--- config.mk ---
export PLATFORM = sky130hd
export DESIGN_NAME = nsq_div
export DESIGN_NICKNAME = d
export VERILOG_FILES = /design/src/sv/nsq_div.sv
export SDC_FILE = /design/constraint.sdc
export NUM_CORES = 2
export LEC_CHECK = 0
export ABC_AREA = 1
export BUFFER_PORTS_ARGS = -buffer_cell sky130_fd_sc_hd__buf_2
export CELL_PAD_IN_SITES_DETAIL_PLACEMENT = 1
export CELL_PAD_IN_SITES_GLOBAL_PLACEMENT = 2
export CORE_UTILIZATION = 28
export CTS_CLUSTER_DIAMETER = 200
export DETAILED_ROUTE_END_ITERATION = 10
export HOLD_SLACK_MARGIN = 0.05
export PLACE_DENSITY = 0.54
export SLEW_MARGIN = 5
export SYNTH_ARGS = -nofsm -noshare
export SYNTH_HDL_FRONTEND = slang
export SYNTH_SLANG_ARGS = --single-unit
--- constraint.sdc ---
create_clock -name clk -period 5.52 [get_ports clk]
set_input_delay 0.552 -clock clk [delete_from_list [all_inputs] [get_ports clk]]
set_output_delay 0.552 -clock clk [all_outputs]
set_load 0.05 [all_outputs]
--- src/sv/nsq_div.sv ---
// Pipelined restoring divider, one quotient bit per register stage.
module nsq_div #(
  parameter int NW = 35,
  parameter int DW = 16,
  parameter int QW = 27
) (
  input  logic          clk,
  input  logic          en,
  input  logic [NW-1:0] num,
  input  logic [DW-1:0] den,
  output logic [QW-1:0] quo
);

  localparam int RW = NW - QW;

  logic [DW-1:0] s_rem [QW];
  logic [QW-1:0] s_nq  [QW];
  logic [DW-1:0] s_den [QW];

  logic [DW-1:0] in_rem [QW];
  logic [QW-1:0] in_nq  [QW];
  logic [DW-1:0] in_den [QW];
  logic [DW-1:0] nx_rem [QW];
  logic [QW-1:0] nx_nq  [QW];

  // Upper dividend bits start as the partial remainder; the quotient fits only while they stay below den.
  assign in_rem[0] = {{(DW-RW){1'b0}}, num[NW-1:QW]};
  assign in_nq[0]  = num[QW-1:0];
  assign in_den[0] = den;

  for (genvar k = 1; k < QW; k++) begin : g_link
    assign in_rem[k] = s_rem[k-1];
    assign in_nq[k]  = s_nq[k-1];
    assign in_den[k] = s_den[k-1];
  end

  for (genvar k = 0; k < QW; k++) begin : g_step
    logic [DW:0] trial;
    logic [DW:0] diff;
    logic        ge;
    assign trial = {in_rem[k], in_nq[k][QW-1]};
    assign diff  = trial - {1'b0, in_den[k]};
    assign ge    = trial >= {1'b0, in_den[k]};
    assign nx_rem[k] = ge ? diff[DW-1:0] : trial[DW-1:0];
    assign nx_nq[k]  = {in_nq[k][QW-2:0], ge};
  end

  always_ff @(posedge clk) begin
    if (en) begin
      for (int k = 0; k < QW; k++) begin
        s_rem[k] <= nx_rem[k];
        s_nq[k]  <= nx_nq[k];
        s_den[k] <= in_den[k];
      end
    end
  end

  assign quo = s_nq[QW-1];

endmodule

==> impl_metrics.json <==
{
  "synth_top_area_share_pct": 57.18,
  "cts.path.max_buffers": 4,
  "finish.utilization_pct": 32.22,
  "fin_nets": 9520,
  "worstSkewPairLatency_ns": 0.88,
  "tritoncts": "built",
  "fin_setup_tns_ns": 0,
  "end_kind": "flip-flop",
  "maxSlewViolCount": 0,
  "ios": 80,
  "cp.arrival_ns": 3.54,
  "synth_seq_cells": 1561,
  "hp-start": "en",
  "syn_area_sq_um": 81970,
  "worstPathMaxFanout": 20,
  "ctsRootBufferMaster": "clkbuf_16",
  "yosys_warnings": 0,
  "post-cts-setup-buffers": 0,
  "hpwlAfterDp_um": 183000,
  "multi_input_comb_area_sq_um": 28250,
  "setup_viol": 0,
  "initial_core_util_pct": 28.16,
  "initialDrtViolationCount": 2935,
  "ys_seq_area_share_pct": 57.18,
  "skew_ns": 0.04139,
  "seq_area_sq_um": 46880,
  "synth_edf_count": 1561,
  "yosysTopAreaCell": "edfxtp_1",
  "setup.worst_path.start": "s_rem[0][90]",
  "die_y_um": 543.1,
  "p_per_area_nw_per_um2": 535.1,
  "first_pass_iters": 6,
  "core_sq_um": 291100,
  "drive_above_1_share_pct": 6.066,
  "status": "completed",
  "tightest_slew_ns": 0.9386,
  "final.period_utilization_pct": 53.69,
  "wl_um": 238600,
  "fmax_mhz": 337.4,
  "p_int_mw": 29.96,
  "r2r-start": "s_rem[0][90]",
  "vias": 56720,
  "portBuffers": 79,
  "synthCells": 8749,
  "syn2layout_area_growth_pct": 14.42,
  "grt_usage_pct": 16.16,
  "grt_pass1_vias": 59540,
  "clk_pin_slew_worst_paths_ns": 0.06,
  "htree_levels": 4,
  "p_leak_nw": 43.93,
  "vias_per_cell": 4.340,
  "p_clk_share_pct": 25.6,
  "wl_per_cell_um": 18.26,
  "synth_flop_cell": "edfxtp_1",
  "grt-ovfl-total": 0,
  "p_switching_mw": 20.23,
  "hp-class": "in -> reg",
  "power_frac_comb_pct": 38.9,
  "place.gp.congestion": 0.8044,
  "syn_avg_cell_area_sq_um": 9.370,
  "cts-buffers-inserted": 195,
  "drc": 0,
  "post-synth-top-count-cell": "nand2_1",
  "die_w_um": 543.1,
  "cts_sinks": 1561,
  "grt_start_max_net_pins": 166,
  "synth_area_leaders": "edfxtp_1, nand2_1, inv_1, ha_1, nand3_1",
  "async_flop_share_pct": 0,
  "relSlewSlack_pct": 37.42,
  "report.final.hold_viol_count": 0,
  "rsz0062_at_grt": "false",
  "cp_data_required_time_ns": 6.10,
  "synthTopCellsByCount": "nand2_1, inv_1, edfxtp_1",
  "drv_cap": 0,
  "nFillCells": 33310,
  "min_period_ns": 2.964,
  "start_kind": "flip-flop",
  "grt_pass1_wl_um": 366100,
  "syn_nets": 9253,
  "antenna_found_initial": 5,
  "pwr-share-seq_pct": 35.5,
  "path_class": "reg -> reg",
  "ir_drop_uv": 244.7,
  "ys_types": 45,
  "postRouteAntennaNets": 0,
  "std_cell_rows": 198,
  "swShare_pct": 40.31,
  "dieArea_sq_um": 294900
}
-- path summary, 6_finish.rpt --
| check | to | slack, ns | cells past startpoint |
|---|---|---|---|
| max | s_rem[0][110] | 2.56 | 10 |
| min | s_nq[0][31] | 0.20 | 1 |
| max reg2reg | s_rem[0][110] | 2.56 | 10 |
| min reg2reg | s_nq[0][159] | 0.39 | 0 |
-- per-stage QoR --
step	instance area, sq um	std cells	hold WS [ns]	setup WS (ns)	power (mW)
global route	93790	13070	0.1841	2.109	54.42
floorplan	81970	8749	0.4003	3.390	31.24
global placement	86880	12670	0.4002	2.369	37.92
CTS	93790	13070	0.1507	2.403	51.38
detailed placement	86880	12670	0.4051	2.444	37.99
finish	93800	13070	0.2009	2.556	50.19
-- cell families after synthesis --
kind of cell,after synthesis,synth area share [%]
buffers and inverters,1727,8.358
adders and majority gates,451,7.122
and+or+nand+nor,4556,23.67
AOI/OAI and AO/OA,291,1.931
xor gates and xnor gates,163,1.742
DFF,1561,57.18
-- critical path, stage by stage (launching register included) --
cell	delay [ns]
edfxtp_1	0.39
ha_1	0.38
nand2_1	0.15
nor2_1	0.18
nand2_1	0.09
nor2_1	0.13
nor2_1	0.05
nand2_1	0.55
inv_1	0.52
nand2_1	0.16
nand2_1	0.07
-- cell type report --
cell class	instances	area share, %
Sequential cell	1561	49.98
Multi-Input combinational cell	5461	30.12
Inverter	1637	6.551
Clock buffer	223	5.337
Tap cell	3900	5.202
Clock inverter	124	1.482
Timing Repair Buffer	160	1.329
Antenna cell	2	0.005336
-- cell usage in the layout, fill, tap and decap left out, types with 34 or more instances in the layout --
cell / n
nor2_1: 321
ha_1: 425
xor2_1: 122
a21oi_1: 229
nand2_2: 34
nor3_1: 75
edfxtp_1: 1561
nand4_1: 121
xnor2_1: 41
inv_1: 1630
dlygate4sd3_1: 51
nand3b_1: 65
nand3_1: 648
buf_2: 78
nand2_1: 3150
clkbuf_16: 196
clkinv_2: 35
-- power by group through the flow --
| stage | Combinational [mW] | Clock (mW) | Sequential (mW) |
|---|---|---|---|
| 3_5_place_dp | 19.8 | 0 | 18.1 |
| 5_1_grt | 22.5 | 13.8 | 18.1 |
| 2_1_floorplan | 14.2 | 0 | 17.1 |
| 3_3_place_gp | 19.7 | 0 | 18.2 |
| 6_report | 19.5 | 12.9 | 17.8 |
| 4_1_cts | 20.0 | 13.5 | 17.9 |
-- flip-flops by register name, indices dropped and copies added (netlist names) --
name and cells:
s_den 416, s_nq 729, s_rem 416
-- metal layers --
layer	part of all wire [%]	up-vias	track usage (%)
met5	0	-	0
met4	2.1	0	3.870
met2	46	531	26.59
li1	-	28810	-
met1	49	27130	22.59
met3	2.5	250	1.792
-- timing repair --
| action | 4_1_cts | 5_1_grt |
|---|---|---|
| hold endpoints to repair | 52 | 0 |
| resized for setup | 0 | 0 |
| hold buffers | 51 | 0 |
| endpoints found under the setup margin | 0 | 0 |
Note: power is estimated with default switching activity, not from simulation.
